[src/hdl/xst_pkg.sv]
`default_nettype none
package xst_pkg;
	localparam int OFFSET_BITS = 32;
	localparam int DEPTH_BITS = 8;
	localparam int MAX_DOCTYPE_PARTS = 4;
	localparam logic [DEPTH_BITS-1:0] DEPTH_MAX = '1;

	typedef enum logic [3:0] {
		EV_NONE = 4'd0, EV_TEXT = 4'd1, EV_OPEN = 4'd2, EV_ATTR = 4'd3, EV_CLOSE = 4'd4,
		EV_PI = 4'd5, EV_COMMENT = 4'd6, EV_DT_PART = 4'd7, EV_DT_END = 4'd8, EV_END = 4'd9
	} event_kind_t;

	typedef enum logic [2:0] {
		ERR_OK = 3'd0, ERR_NO_DOC = 3'd1, ERR_SYNTAX = 3'd2, ERR_DEPTH = 3'd3,
		ERR_UNBAL = 3'd4
	} error_code_t;

	typedef enum logic [1:0] {
		EK_TAG = 2'd0, EK_SELF = 2'd1, EK_XML = 2'd2
	} element_kind_t;

	typedef struct packed {
		logic [20:0] code_point;
		logic        has_char;
		logic        final_req;
	} in_item_t;

	typedef struct packed {
		logic [3:0]  event_kind;
		logic [31:0] first_start;
		logic [31:0] first_end;
		logic [31:0] second_start;
		logic [31:0] second_end;
		logic        whitespace_only;
		logic [1:0]  doctype_index;
		logic [7:0]  nesting_depth;
		logic [2:0]  error_code;
		logic        last_of_run;
	} out_item_t;

	function automatic logic is_space(input logic [20:0] c);
		return c == 21'h20 || c == 21'h09 || c == 21'h0A || c == 21'h0D;
	endfunction
	function automatic logic is_letter(input logic [20:0] c);
		logic [20:0] l;
		l = c | 21'h20;
		return c > 21'd127 || (l >= 21'h61 && l <= 21'h7A);
	endfunction
	function automatic logic is_name_start(input logic [20:0] c);
		return is_letter(c) || c == 21'h5F || c == 21'h3A;
	endfunction
	function automatic logic is_name_char(input logic [20:0] c);
		return is_name_start(c) || (c >= 21'h30 && c <= 21'h39) || c == 21'h2D || c == 21'h2E;
	endfunction
	function automatic logic [20:0] lower(input logic [20:0] c);
		return (c >= 21'h41 && c <= 21'h5A) ? c + 21'd32 : c;
	endfunction
	function automatic logic [7:0] xml_char(input logic [2:0] i);
		case (i)
			3'd0: return 8'h78;
			3'd1: return 8'h6D;
			default: return 8'h6C;
		endcase
	endfunction
	function automatic logic [7:0] doctype_char(input logic [2:0] i);
		case (i)
			3'd0: return 8'h64;
			3'd1: return 8'h6F;
			3'd2: return 8'h63;
			3'd3: return 8'h74;
			3'd4: return 8'h79;
			3'd5: return 8'h70;
			default: return 8'h65;
		endcase
	endfunction
endpackage
`default_nettype wire

[src/hdl/xst_stream_if.sv]
`default_nettype none
interface xst_stream_if #(parameter type payload_t = logic) ();
	logic     valid;
	logic     ready;
	payload_t payload;
	modport source (output valid, output payload, input ready);
	modport sink (input valid, input payload, output ready);
endinterface
`default_nettype wire

[src/hdl/xst_out_queue.sv]
`default_nettype none
module xst_out_queue (
	input  wire logic                  clk,
	input  wire logic                  arst_n,
	input  wire logic                  push,
	input  wire logic [1:0]            push_count,
	input  wire xst_pkg::out_item_t    push_a,
	input  wire xst_pkg::out_item_t    push_b,
	output logic                       can_push,
	xst_stream_if.source               m
);
	import xst_pkg::*;

	out_item_t  mem_q [4];
	logic [1:0] wr_q, rd_q;
	logic [2:0] cnt_q;
	logic       pop;

	assign can_push = cnt_q <= 3'd2;
	assign pop = m.valid && m.ready;
	assign m.valid = cnt_q != 3'd0;
	assign m.payload = mem_q[rd_q];

	always_ff @(posedge clk) begin
		if (push && push_count != 2'd0) begin
			mem_q[wr_q] <= push_a;
			if (push_count == 2'd2) mem_q[wr_q + 2'd1] <= push_b;
		end
	end

	always_ff @(posedge clk or negedge arst_n) begin
		if (!arst_n) begin
			wr_q <= '0;
			rd_q <= '0;
			cnt_q <= '0;
		end else begin
			if (push) wr_q <= wr_q + push_count;
			if (pop) rd_q <= rd_q + 2'd1;
			cnt_q <= cnt_q + (push ? {1'b0, push_count} : 3'd0) - {2'b0, pop};
		end
	end
endmodule
`default_nettype wire

[src/hdl/xml_stream_tokenizer.sv]
// XML tokenizer, one Unicode code point per beat.
// in_stream: code_point, has_char, final_req. A beat is taken when valid and
// ready are high at a rising clk edge. out_stream: one event per beat, up to
// two events per input beat, last_of_run marking the last one.
// Each input beat is decoded combinationally by the lexer state machine and
// its events are registered into a four-entry output queue that drives
// out_stream; earlier queued events or a receiver stall can hold them there.
// Throughput is one input beat per cycle as long as the queue has room for two
// events; ready drops only when three or more events are still waiting.
// A final_req beat emits an end event with the status and returns all lexer
// state to its reset values for the next document.
// When the receiver stalls, queued events hold and input stalls once the
// queue is nearly full; nothing is lost.
// arst_n (asynchronous, active low) clears the lexer and empties the queue.
// After a syntax, depth or balance error, characters are dropped until the
// final beat, which reports the error code.
`default_nettype none
module xml_stream_tokenizer (
	input  wire logic    clk,
	input  wire logic    arst_n,
	xst_stream_if.sink   in_stream,
	xst_stream_if.source out_stream
);
	import xst_pkg::*;

	typedef enum logic [23:0] {
		S_READY = 24'd1 << 0, S_TAG_BEGIN = 24'd1 << 1, S_TAG_NAME = 24'd1 << 2,
		S_TAG_INSIDE = 24'd1 << 3, S_ATTR_NAME = 24'd1 << 4, S_ATTR_EQ = 24'd1 << 5,
		S_ATTR_QUOTE = 24'd1 << 6, S_ATTR_VALUE = 24'd1 << 7, S_TAG_END = 24'd1 << 8,
		S_CLOSE = 24'd1 << 9, S_CLOSE_NAME = 24'd1 << 10, S_CLOSE_END = 24'd1 << 11,
		S_QMARK = 24'd1 << 12, S_PI = 24'd1 << 13, S_EXCL = 24'd1 << 14,
		S_DASH2 = 24'd1 << 15, S_DOCT = 24'd1 << 16, S_COMMENT = 24'd1 << 17,
		S_DOCTYPE = 24'd1 << 18, S_DT_NAME = 24'd1 << 19, S_DT_QUOTED = 24'd1 << 20,
		S_ERR_SYN = 24'd1 << 21, S_ERR_DEPTH = 24'd1 << 22, S_ERR_UNBAL = 24'd1 << 23
	} state_t;

	typedef logic [OFFSET_BITS-1:0] off_t;

	state_t                st_q, st_d, st_mid;
	logic [2:0]            mc_q, mc_d;
	off_t                  off_q, off_d, mark_q, mark_d, tns_q, tns_d, tne_q, tne_d;
	off_t                  ans_q, ans_d, ane_q, ane_d, ds_q, ds_d;
	logic                  qd_q, qd_d, sp_q, sp_d;
	element_kind_t         ek_q, ek_d;
	logic [DEPTH_BITS-1:0] dep_q, dep_d;
	logic [2:0]            dtp_q, dtp_d;

	logic       take, can_push, again;
	logic [1:0] n;
	out_item_t  ev [2];
	logic [20:0] c;
	off_t       pos, nxt;

	assign take = in_stream.valid && in_stream.ready;
	assign in_stream.ready = can_push;
	assign c = in_stream.payload.code_point;
	assign pos = off_q;
	assign nxt = off_q + off_t'(1);

	function automatic out_item_t mk(input event_kind_t k, input off_t a, input off_t b,
		input off_t cc, input off_t d, input logic ws, input logic [2:0] di,
		input logic [DEPTH_BITS-1:0] dp);
		out_item_t r;
		r = '0;
		r.event_kind = k;
		r.first_start = 32'(a);
		r.first_end = 32'(b);
		r.second_start = 32'(cc);
		r.second_end = 32'(d);
		r.whitespace_only = ws;
		r.doctype_index = di[1:0];
		r.nesting_depth = 8'(dp);
		return r;
	endfunction

	always_comb begin
		logic is_err;
		error_code_t code;
		out_item_t e;
		st_d = st_q; mc_d = mc_q; off_d = off_q; mark_d = mark_q;
		tns_d = tns_q; tne_d = tne_q; ans_d = ans_q; ane_d = ane_q; ds_d = ds_q;
		qd_d = qd_q; sp_d = sp_q; ek_d = ek_q; dep_d = dep_q; dtp_d = dtp_q;
		n = 2'd0; ev[0] = '0; ev[1] = '0; again = 1'b0; st_mid = st_q;
		e = '0; code = ERR_OK;
		is_err = st_q == S_ERR_SYN || st_q == S_ERR_DEPTH || st_q == S_ERR_UNBAL;
		if (in_stream.payload.has_char && !is_err) begin
			off_d = nxt;
			// first pass; states that re-examine the char set again
			case (st_q)
				S_READY: begin
					if (c == 21'h3C) begin
						if (pos != mark_q) begin
							ev[0] = mk(EV_TEXT, mark_q, pos, '0, '0, sp_q, 3'd0, dep_q);
							n = 2'd1;
						end
						st_mid = S_TAG_BEGIN;
					end else if (!is_space(c)) sp_d = 1'b0;
				end
				S_TAG_BEGIN: begin
					if (is_name_start(c)) begin st_mid = S_TAG_NAME; tns_d = pos; end
					else if (c == 21'h2F) st_mid = S_CLOSE;
					else if (c == 21'h3F) begin st_mid = S_QMARK; ds_d = nxt; mc_d = '0; end
					else if (c == 21'h21) st_mid = S_EXCL;
					else if (!is_space(c)) st_mid = S_ERR_SYN;
				end
				S_TAG_NAME: begin
					if (!is_name_char(c)) begin
						tne_d = pos;
						if (dep_q >= DEPTH_MAX) st_mid = S_ERR_DEPTH;
						else begin
							dep_d = dep_q + 1'b1;
							ek_d = EK_TAG;
							ev[0] = mk(EV_OPEN, tns_q, pos, '0, '0, 1'b0, 3'd0, dep_d);
							n = 2'd1;
							st_mid = S_TAG_INSIDE;
							again = 1'b1;
						end
					end
				end
				S_ATTR_NAME: begin
					if (!is_name_char(c)) begin
						ane_d = pos; st_mid = S_ATTR_EQ; again = 1'b1;
					end
				end
				S_CLOSE_NAME: begin
					if (!is_name_char(c)) begin
						tne_d = pos; st_mid = S_CLOSE_END; again = 1'b1;
					end
				end
				S_DT_NAME: begin
					if (!is_name_char(c)) begin
						if (c == 21'h3E) begin
							ev[0] = mk(EV_DT_END, ds_q, pos, '0, '0, 1'b0, dtp_q, dep_q);
							n = 2'd1;
							dtp_d = dtp_q + 3'd1;
							st_mid = S_READY; mark_d = nxt; sp_d = 1'b1;
						end else begin
							ev[0] = mk(EV_DT_PART, ds_q, pos, '0, '0, 1'b0, dtp_q, dep_q);
							n = 2'd1;
							dtp_d = dtp_q + 3'd1;
							st_mid = S_DOCTYPE; again = 1'b1;
						end
					end
				end
				default: again = 1'b1;
			endcase
			st_d = st_mid;
			// second pass on the resulting state
			if (again) begin
				e = '0;
				case (st_mid)
					S_TAG_INSIDE: begin
						if (!is_space(c)) begin
							if (is_letter(c) || c == 21'h5F) begin ans_d = pos; st_d = S_ATTR_NAME; end
							else if (ek_d == EK_TAG && c == 21'h2F) begin
								ek_d = EK_SELF; st_d = S_TAG_END;
							end else if (ek_d == EK_TAG && c == 21'h3E) begin
								st_d = S_READY; mark_d = nxt; sp_d = 1'b1;
							end else if (ek_d == EK_XML && c == 21'h3F) st_d = S_TAG_END;
							else st_d = S_ERR_SYN;
						end
					end
					S_ATTR_EQ: begin
						if (c == 21'h3D) st_d = S_ATTR_QUOTE;
						else if (!is_space(c)) st_d = S_ERR_SYN;
					end
					S_ATTR_QUOTE: begin
						if (c == 21'h22 || c == 21'h27) begin
							qd_d = c == 21'h22; ds_d = nxt; st_d = S_ATTR_VALUE;
						end else if (!is_space(c)) st_d = S_ERR_SYN;
					end
					S_ATTR_VALUE: begin
						if (c == (qd_q ? 21'h22 : 21'h27)) begin
							e = mk(EV_ATTR, ans_q, ane_q, ds_q, pos, 1'b0, 3'd0, dep_d);
							st_d = S_TAG_INSIDE;
						end
					end
					S_TAG_END: begin
						if (c == 21'h3E) begin
							st_d = S_READY; mark_d = nxt; sp_d = 1'b1;
							if (ek_q == EK_SELF) begin
								if (dep_q != '0) dep_d = dep_q - 1'b1;
								e = mk(EV_CLOSE, tns_q, tne_q, '0, '0, 1'b0, 3'd0, dep_d);
							end
						end else if (!is_space(c)) st_d = S_ERR_SYN;
					end
					S_CLOSE: begin
						if (is_name_start(c)) begin st_d = S_CLOSE_NAME; tns_d = pos; end
						else st_d = S_ERR_SYN;
					end
					S_CLOSE_END: begin
						if (c == 21'h3E) begin
							if (dep_q == '0) st_d = S_ERR_UNBAL;
							else begin
								dep_d = dep_q - 1'b1;
								e = mk(EV_CLOSE, tns_q, tne_d, '0, '0, 1'b0, 3'd0, dep_d);
								st_d = S_READY; mark_d = nxt; sp_d = 1'b1;
							end
						end else if (!is_space(c)) st_d = S_ERR_SYN;
					end
					S_QMARK: begin
						if (mc_q < 3'd3 && lower(c) == {13'd0, xml_char(mc_q)}) mc_d = mc_q + 3'd1;
						else if (mc_q == 3'd3 && is_space(c)) begin
							ek_d = EK_XML; st_d = S_TAG_INSIDE;
						end else begin
							st_d = S_PI; mc_d = (c == 21'h3F) ? 3'd1 : 3'd0;
						end
					end
					S_PI: begin
						if (c == 21'h3E && mc_q == 3'd1) begin
							e = mk(EV_PI, ds_q, pos - off_t'(1), '0, '0, 1'b0, 3'd0, dep_q);
							st_d = S_READY; mark_d = nxt; sp_d = 1'b1;
						end else mc_d = (c == 21'h3F) ? 3'd1 : 3'd0;
					end
					S_EXCL: begin
						if (c == 21'h2D) st_d = S_DASH2;
						else if (lower(c) == 21'h64) begin st_d = S_DOCT; mc_d = 3'd1; end
						else st_d = S_ERR_SYN;
					end
					S_DASH2: begin
						if (c == 21'h2D) begin st_d = S_COMMENT; ds_d = nxt; mc_d = '0; end
						else st_d = S_ERR_SYN;
					end
					S_DOCT: begin
						if (mc_q < 3'd7) begin
							if (lower(c) == {13'd0, doctype_char(mc_q)}) mc_d = mc_q + 3'd1;
							else st_d = S_ERR_SYN;
						end else if (is_space(c)) begin st_d = S_DOCTYPE; dtp_d = '0; end
						else st_d = S_ERR_SYN;
					end
					S_COMMENT: begin
						if (c == 21'h3E && mc_q >= 3'd2) begin
							e = mk(EV_COMMENT, ds_q, pos - off_t'(2), '0, '0, 1'b0, 3'd0, dep_q);
							st_d = S_READY; mark_d = nxt; sp_d = 1'b1;
						end else if (c == 21'h2D) mc_d = (mc_q < 3'd2) ? mc_q + 3'd1 : 3'd2;
						else mc_d = '0;
					end
					S_DOCTYPE: begin
						if (!is_space(c)) begin
							if (c == 21'h3E) begin
								e = mk(EV_DT_END, pos, pos, '0, '0, 1'b0, 3'd0, dep_q);
								st_d = S_READY; mark_d = nxt; sp_d = 1'b1;
							end else if (dtp_d < 3'd2) begin
								if (is_letter(c) || c == 21'h5F) begin st_d = S_DT_NAME; ds_d = pos; end
								else st_d = S_ERR_SYN;
							end else if (c == 21'h22 && dtp_d < 3'(MAX_DOCTYPE_PARTS)) begin
								st_d = S_DT_QUOTED; ds_d = nxt;
							end else st_d = S_ERR_SYN;
						end
					end
					S_DT_QUOTED: begin
						if (c == 21'h22) begin
							e = mk(EV_DT_PART, ds_q, pos, '0, '0, 1'b0, dtp_q, dep_q);
							dtp_d = dtp_q + 3'd1;
							st_d = S_DOCTYPE;
						end
					end
					default: ;
				endcase
				if (e.event_kind != EV_NONE) begin
					if (n == 2'd0) ev[0] = e; else ev[1] = e;
					n = n + 2'd1;
				end
			end
		end
		if (in_stream.payload.final_req) begin
			if (st_d == S_ERR_SYN) code = ERR_SYNTAX;
			else if (st_d == S_ERR_DEPTH) code = ERR_DEPTH;
			else if (st_d == S_ERR_UNBAL) code = ERR_UNBAL;
			else if (off_d == '0) code = ERR_NO_DOC;
			else if (dep_d != '0 || st_d != S_READY) code = ERR_SYNTAX;
			else code = ERR_OK;
			e = mk(EV_END, '0, '0, '0, '0, 1'b0, 3'd0, dep_d);
			e.error_code = code;
			if (n < 2'd2) begin
				if (n == 2'd0) ev[0] = e; else ev[1] = e;
				n = n + 2'd1;
			end else ev[1].error_code = code;
			st_d = S_READY; mc_d = '0; off_d = '0; mark_d = '0; tns_d = '0; tne_d = '0;
			ans_d = '0; ane_d = '0; ds_d = '0; qd_d = 1'b0; ek_d = EK_TAG; dep_d = '0;
			sp_d = 1'b1; dtp_d = '0;
		end
		if (n == 2'd1) ev[0].last_of_run = 1'b1;
		if (n == 2'd2) ev[1].last_of_run = 1'b1;
	end

	always_ff @(posedge clk or negedge arst_n) begin
		if (!arst_n) begin
			st_q <= S_READY; mc_q <= '0; off_q <= '0; mark_q <= '0; tns_q <= '0;
			tne_q <= '0; ans_q <= '0; ane_q <= '0; ds_q <= '0; qd_q <= 1'b0;
			ek_q <= EK_TAG; dep_q <= '0; sp_q <= 1'b1; dtp_q <= '0;
		end else if (take) begin
			st_q <= st_d; mc_q <= mc_d; off_q <= off_d; mark_q <= mark_d; tns_q <= tns_d;
			tne_q <= tne_d; ans_q <= ans_d; ane_q <= ane_d; ds_q <= ds_d; qd_q <= qd_d;
			ek_q <= ek_d; dep_q <= dep_d; sp_q <= sp_d; dtp_q <= dtp_d;
		end
	end

	xst_out_queue u_queue (
		.clk        (clk),
		.arst_n     (arst_n),
		.push       (take),
		.push_count (n),
		.push_a     (ev[0]),
		.push_b     (ev[1]),
		.can_push   (can_push),
		.m          (out_stream)
	);

`ifndef SYNTHESIS
	a_onehot: assert property (@(posedge clk) disable iff (!arst_n) $onehot(st_q))
		else $error("state not one-hot");
	a_final_reset: assert property (@(posedge clk) disable iff (!arst_n)
		take && in_stream.payload.final_req |=> off_q == '0 && dep_q == '0)
		else $error("final beat did not reset");
	a_err_hold: assert property (@(posedge clk) disable iff (!arst_n)
		(st_q == S_ERR_SYN) && !(take && in_stream.payload.final_req) |=> st_q == S_ERR_SYN)
		else $error("error state left early");
`endif
endmodule
`default_nettype wire

[src/flat_wrapper.sv]
// flat-port wrapper written by rule: the top's interface ports become plain ports
module xml_stream_tokenizer_flat import xst_pkg::*;
  (clk, arst_n, in_stream_valid, in_stream_payload, in_stream_ready, out_stream_valid, out_stream_payload, out_stream_ready);
  xst_stream_if #(.payload_t(in_item_t)) in_stream_i ();
  xst_stream_if #(.payload_t(out_item_t)) out_stream_i ();
  input  wire logic clk;
  input  wire logic arst_n;
  input wire logic [$bits(in_stream_i.valid)-1:0] in_stream_valid;
  input wire logic [$bits(in_stream_i.payload)-1:0] in_stream_payload;
  output wire logic [$bits(in_stream_i.ready)-1:0] in_stream_ready;
  output wire logic [$bits(out_stream_i.valid)-1:0] out_stream_valid;
  output wire logic [$bits(out_stream_i.payload)-1:0] out_stream_payload;
  input wire logic [$bits(out_stream_i.ready)-1:0] out_stream_ready;
  assign in_stream_i.valid = in_stream_valid;
  assign in_stream_i.payload = in_stream_payload;
  assign in_stream_ready = in_stream_i.ready;
  assign out_stream_valid = out_stream_i.valid;
  assign out_stream_payload = out_stream_i.payload;
  assign out_stream_i.ready = out_stream_ready;
  xml_stream_tokenizer u_core (.clk(clk), .arst_n(arst_n), .in_stream(in_stream_i), .out_stream(out_stream_i));
endmodule
[config.mk]
export PLATFORM = sky130hd
export DESIGN_NAME = xml_stream_tokenizer_flat
export DESIGN_NICKNAME = d
export VERILOG_FILES = /design/src/hdl/xst_pkg.sv /design/src/hdl/xst_stream_if.sv /design/src/hdl/xst_out_queue.sv /design/src/hdl/xml_stream_tokenizer.sv /design/src/flat_wrapper.sv
export SDC_FILE = /design/constraint.sdc
export NUM_CORES = 2
export LEC_CHECK = 0
export BUFFER_PORTS_ARGS = -buffer_cell sky130_fd_sc_hd__buf_4
export CORE_ASPECT_RATIO = 1.2
export CORE_UTILIZATION = 63
export CTS_BUF_LIST = sky130_fd_sc_hd__clkbuf_8 sky130_fd_sc_hd__clkbuf_16
export CTS_CLUSTER_SIZE = 10
export DETAILED_ROUTE_END_ITERATION = 6
export GPL_TIMING_DRIVEN = 1
export PLACE_DENSITY_LB_ADDON = 0.1
export SLEW_MARGIN = 20
export SYNTH_ARGS = -nofsm -noshare
export SYNTH_HDL_FRONTEND = slang
export SYNTH_SLANG_ARGS = --single-unit
[constraint.sdc]
create_clock -name clk -period 12.4 [get_ports clk]
set_clock_uncertainty 0.05 [all_clocks]
set_input_delay 1.24 -clock clk [delete_from_list [all_inputs] [get_ports clk]]
set_output_delay 1.24 -clock clk [all_outputs]
set_load 0.02 [all_outputs]
---- Word-level counts from Yosys, hierarchy flattened ----
Memory sizes are Yosys's and may differ from the RTL's.
Index checks and enable logic that the tools add are counted.
storage, ports and cells
  bits in writable memories ............... 588
  output and inout port bits .............. 149
  input bits .............................. 27
  memories kept ........................... 1
  register bits after elaboration ......... 273
  logic and storage cells ................. 418
operators by class
  multiplexer cells ....................... 255
  $add $sub $neg .......................... 15
  eq/ne operators ......................... 60
  reduce and logical (&&, ||, !) cells .... 54
  order comparisons ....................... 16
memory list
  name                  words  width  rd ports  clocked after Yosys merged registers in  wr ports  line                 RTL
  u_core.u_queue.mem_q  4      147    1         0                                        2         xst_out_queue.sv:14  out_item_t mem_q [4];
operators with widths
  cell                  count
  $mux 147              14
  $mux 32               53
  $mux 294              4
  $pmux 147 s7          1
  $mux 24               35
  $mux 146              5
  $pmux 147 s3          1
  $pmux 24 s15          1
  $mux 145              2
  $mux 290              1
  $eq 21x6->1 const B   12
  $pmux 32 s6           1
  $mux 22               7
  $mux 144              1
  $mux 8                18
  $pmux 24 s6           1
  $mux 3                33
  $pmux 32 s3           1
  $eq 21x4->1 const B   3
  $eq 24x22->1 const B  2
  $eq 24x23->1 const B  2
  $eq 24x24->1 const B  2
  $mux 2                22
  $eq 21x7->1 const B   2
  84 further kinds      176

---- Logic depth before layout (Yosys ltp) ----
  word-level depth ........................ 32
  depth in mapped cells ................... 27
  gate-level depth less buffers ........... 24

---- By module ----
A second synthesis with hierarchy kept.
second synthesis, totals
  cell total of the unflattened synthesis .. 4388
  area total of the unflattened synthesis .. 50913.8 um^2
by module, submodules not included
  module                instances  area an instance (um^2)  cells each  sequential area each (um^2)
  xst_out_queue         1          29240.5                  1470        17832.1
  xml_stream_tokenizer  1          21673.3                  2918        6658.9

---- Worst setup path after synthesis ----
OpenSTA, ideal clock, no wires.
  kind .................................... input to register
  start ................................... in in_stream_payload[2]
  end ..................................... mem u_core.u_queue.mem_q[3][0] (netlist bit), enable pin
  path slack .............................. 2.379 ns
  buffers on the path ..................... 4
  setup time .............................. 1.227 ns
  data required time ...................... 11.123 ns
  cell stages on the path ................. 23
  arrival ................................. 8.745 ns
  cell sequence ........................... clkbuf_1 > nor3b_1 > a22oi_1 > o32ai_1 > and2_1 > clkbuf_1 > nor3_1 > or3_1 > nor4_2 > nand2_1 > o31ai_1 > nor4_1 > inv_1 > ha_1 > o211ai_1 > ha_1 > nand2b_1 > o21ai_0 > o21a_1 > nand3_1 > clkbuf_1 > buf_1 > nand2_1
RTL lines
  what         line                 RTL
  from (decl)  flat_wrapper.sv:9    input wire logic [$bits(in_stream_i.payload)-1:0] in_stream_payload;
  to (decl)    xst_out_queue.sv:14

==> summary.txt <==
syn_nets = 4,369
DRT antenna net count = 0
status = complete, but fails checks
first-pass iteration count of the detailed router = 7
Crit Path Category = reg2reg
dpl hpwl = 107 mm
Final Net Count = 4,378
row count = 108
setup_tns = 0 ns
relative slew slack = 0.138
routed len/inst = 30.1 µm
Yosys cell types = 99
die width = 249 µm
cts bufs inserted = 97
Worst EP required = 12.89 ns
Clock Latency Late Sink = 0.70 ns
Final period util = 0.766
Max Buffers Root-to-Sink = 3
root buf cell = clkbuf_16
pin count of the biggest net entering global routing = 189
clk sinks = 861
Leak = 19.1 nW
Post-Syn Area = 46,000 µm²
endpoint class of the critical path = register
share of cells above drive strength 1 = 0.146
die area = 74,200 µm²
Critical Path Fanout Max = 46
vias per inst = 7.19
Reg clk slew, reported paths = 0.07 ns
# H-tree levels = 3
Max-Cap Viols = 0
FFs w/ async S/R, synth = 0.317
top post-synthesis cells by area = edfxtp_1 (38%), dfrtp_1 (15%), mux4_2 (7.2%)
routability cong. = 1.08
via count = 38,400
min Tclk post-route = 9.50 ns
maximum clock rate = 105 MHz
failing checks = design-rule violations
power after layout = 8.39 mW
power per cell area = 164 nW/µm²
Buffers & Inverters on Critical Path = 5
number of synthesized flops with an enable pin = 584
Top delay family on crit path = simple AND/OR/NAND/NOR gates
Post-CTS Hold Fix Bufs = 0
Starting Density = 0.637
I/O pin count = 176
HP Class = reg2reg
register area share after synthesis = 0.531
vias in the first global route = 36,600
grt ovf = 0
Final Hold Vio Count = 0
worst-path cell chain = nor4_1, nand3_1, nor2_1, buf_4, a41oi_1, nand3b_1, or3_1, nor3_1, and4_1, buf_4, nor4_1, inv_1, ha_1, nand2_1, ha_1, and3_1, nor2_4, buf_4, nand2_1, nor2_4, buf_4, and2_1
Max Slew Vio Count = 0
fill count = 5,175
DIE HEIGHT = 298 µm
drt total wl = 161 mm
cell taking the most area after synthesis = edfxtp_1
Global Route Usage Sum = 0.436
hold slack final = 0.424 ns
P&R area growth vs syn = 11.0%
Post-CTS Setup Inserts = 0
peak supply drop = 0.489 mV
Most used DFF post-synth = edfxtp_1
first-pass GRT wire length = 240 mm
CP max stage delay = 1.05 ns
Finish-stage setup viols = 0
drc violations = 6
antenna violations before repair = 5
Critical Path AT = 9.99 ns
#FFs+latches synth = 861
CTS tree = built
Avg Inst Size Synth = 10.7 µm²
Core Footprint = 72,300 µm²
RSZ-0062 raised after global routing = no
initial detailed-routing violation count = 5,654
Synth top area share = 0.381
Ys Warns = 0
startpoint types = register
Mapped Cells = 4,317
PortBufs = 175
Worst-Margin Slew = 1.28 ns
post-cts sizing count = 0
most numerous cell on the critical path = buf_4
Worst path slowest cell = nor3_1
-- final cells by class --
type | count | area (µm²) | share of cell area
Timing Repair Buffer | 287 | 2270 | 0.0444
Clock inverter | 78 | 367 | 0.00717
Antenna cell | 2 | 5.00 | 0.0000979
Multi-Input combinational cell | 3030 | 20200 | 0.395
Clock buffer | 98 | 2450 | 0.0480
Inverter | 49 | 184 | 0.00360
Sequential cell | 861 | 24500 | 0.478
Tap cell | 935 | 1170 | 0.0229
-- cell families after synthesis --
logic type,count (synthesis),synth area share
buffers and inverters,426,0.0352
multiplexers,155,0.0740
AO/OA/AOI/OAI,1056,0.153
adder cells (fa/ha/maj),25,0.00696
AND/OR/NAND/NOR,1704,0.183
flip-flops,861,0.531
XOR/XNOR,90,0.0171
-- registers in the layout, indices dropped and copies added, names as in the netlist, 3 cells and up --
signal / count
u_core.dep_q: 8
u_core.tne_q: 32
u_core.dtp_q: 3
u_core.ds_q: 32
u_core.mark_q: 32
u_core.u_queue.mem_q: 588
u_core.tns_q: 32
u_core.ane_q: 32
u_core.off_q: 32
u_core.u_queue.cnt_q: 3
u_core.st_q: 24
u_core.mc_q: 3
u_core.ans_q: 32
-- cells in the final DEF (no fill, tap or decap), types with 16 or more instances in the layout --
master / netlist / final
a22o_1: 107 / 107
nor2b_1: 21 / 21
o21ai_0: 311 / 309
nand2_1: 404 / 396
dfrtp_1: 271 / 269
a222oi_1: 42 / 42
clkbuf_16: 0 / 98
a22oi_1: 51 / 51
xor2_1: 20 / 20
nor4_1: 39 / 37
buf_4: 0 / 278
nand4_1: 42 / 42
a31oi_1: 46 / 46
o211ai_1: 18 / 18
xnor2_1: 70 / 69
o22ai_1: 86 / 86
o31ai_1: 25 / 23
inv_1: 45 / 115
and2_1: 263 / 263
nand3_1: 126 / 125
nor2_1: 478 / 469
nor3_1: 104 / 97
nand2b_1: 57 / 57
edfxtp_1: 584 / 584
o21a_1: 16 / 16
or3_1: 38 / 38
mux4_2: 148 / 148
or2_2: 20 / 20
and3_1: 33 / 33
a21oi_1: 171 / 171
a211oi_1: 18 / 18
ha_1: 24 / 24
-- stage by stage --
step / cells / instance area (µm²) / setup slack [ns] / utilization
detailed placement: 5161 / 48200 / 2.80 / 0.667
global route: 5338 / 51100 / 2.71 / 0.707
floorplan: 4317 / 46000 / 2.38 / -
finish: 5340 / 51100 / 2.90 / 0.707
global placement: 5161 / 48200 / 2.94 / 0.667
CTS: 5337 / 51100 / 3.24 / 0.706
-- synthesized netlist by cell type, drive strengths merged, types with 33 or more instances --
library cell / instances
edfxtp: 584
nor2: 478
nand2: 405
clkbuf: 330
o21ai: 323
dfrtp: 271
and2: 264
a21oi: 174
mux4: 148
nand3: 126
a22o: 107
nor3: 106
o22ai: 86
xnor2: 70
nand2b: 57
a22oi: 51
a31oi: 47
buf: 47
nor4: 47
inv: 46
nand4: 43
a222oi: 42
or3: 39
and3: 33
-- worst min-delay path, cell delays in order (launching register included) --
cell and delay [ns]:
dfxtp_1 0.32, nand3_1 0.06, o21ai_0 0.06
-- per-layer routing --
layer	share of wire	vias up	GRT usage
met5	0.000081	-	0
met4	0.080	2	0.289
met3	0.11	687	0.0920
met2	0.46	2854	0.676
met1	0.35	18700	0.557
li1	-	16200	-
-- path summary, 6_finish.rpt --
kind                            cells after the start                        start                          end  slack (ns)
worst max-delay path                               22               u_core.st_q[8]  u_core.u_queue.mem_q[3][71]        2.90
worst min-delay path                                2  u_core.u_queue.mem_q[2][14]  u_core.u_queue.mem_q[2][14]        0.42
worst max register to register                     22               u_core.st_q[8]  u_core.u_queue.mem_q[3][71]        2.90
worst min register to register                      2  u_core.u_queue.mem_q[2][14]  u_core.u_queue.mem_q[2][14]        0.42
max in group asynchronous                           3                       arst_n               u_core.ek_q[1]       10.17
min in group asynchronous                           1                       arst_n       u_core.u_queue.rd_q[1]        0.53
-- where the power goes --
part	total, mW	switching (mW)	leakage [nW]	internal [mW]
Sequential	3.33	0.130	9.90	3.20
Combinational	2.48	1.56	7.60	0.922
Clock	2.58	1.16	1.63	1.42
Power figures use the tool's default switching activity.
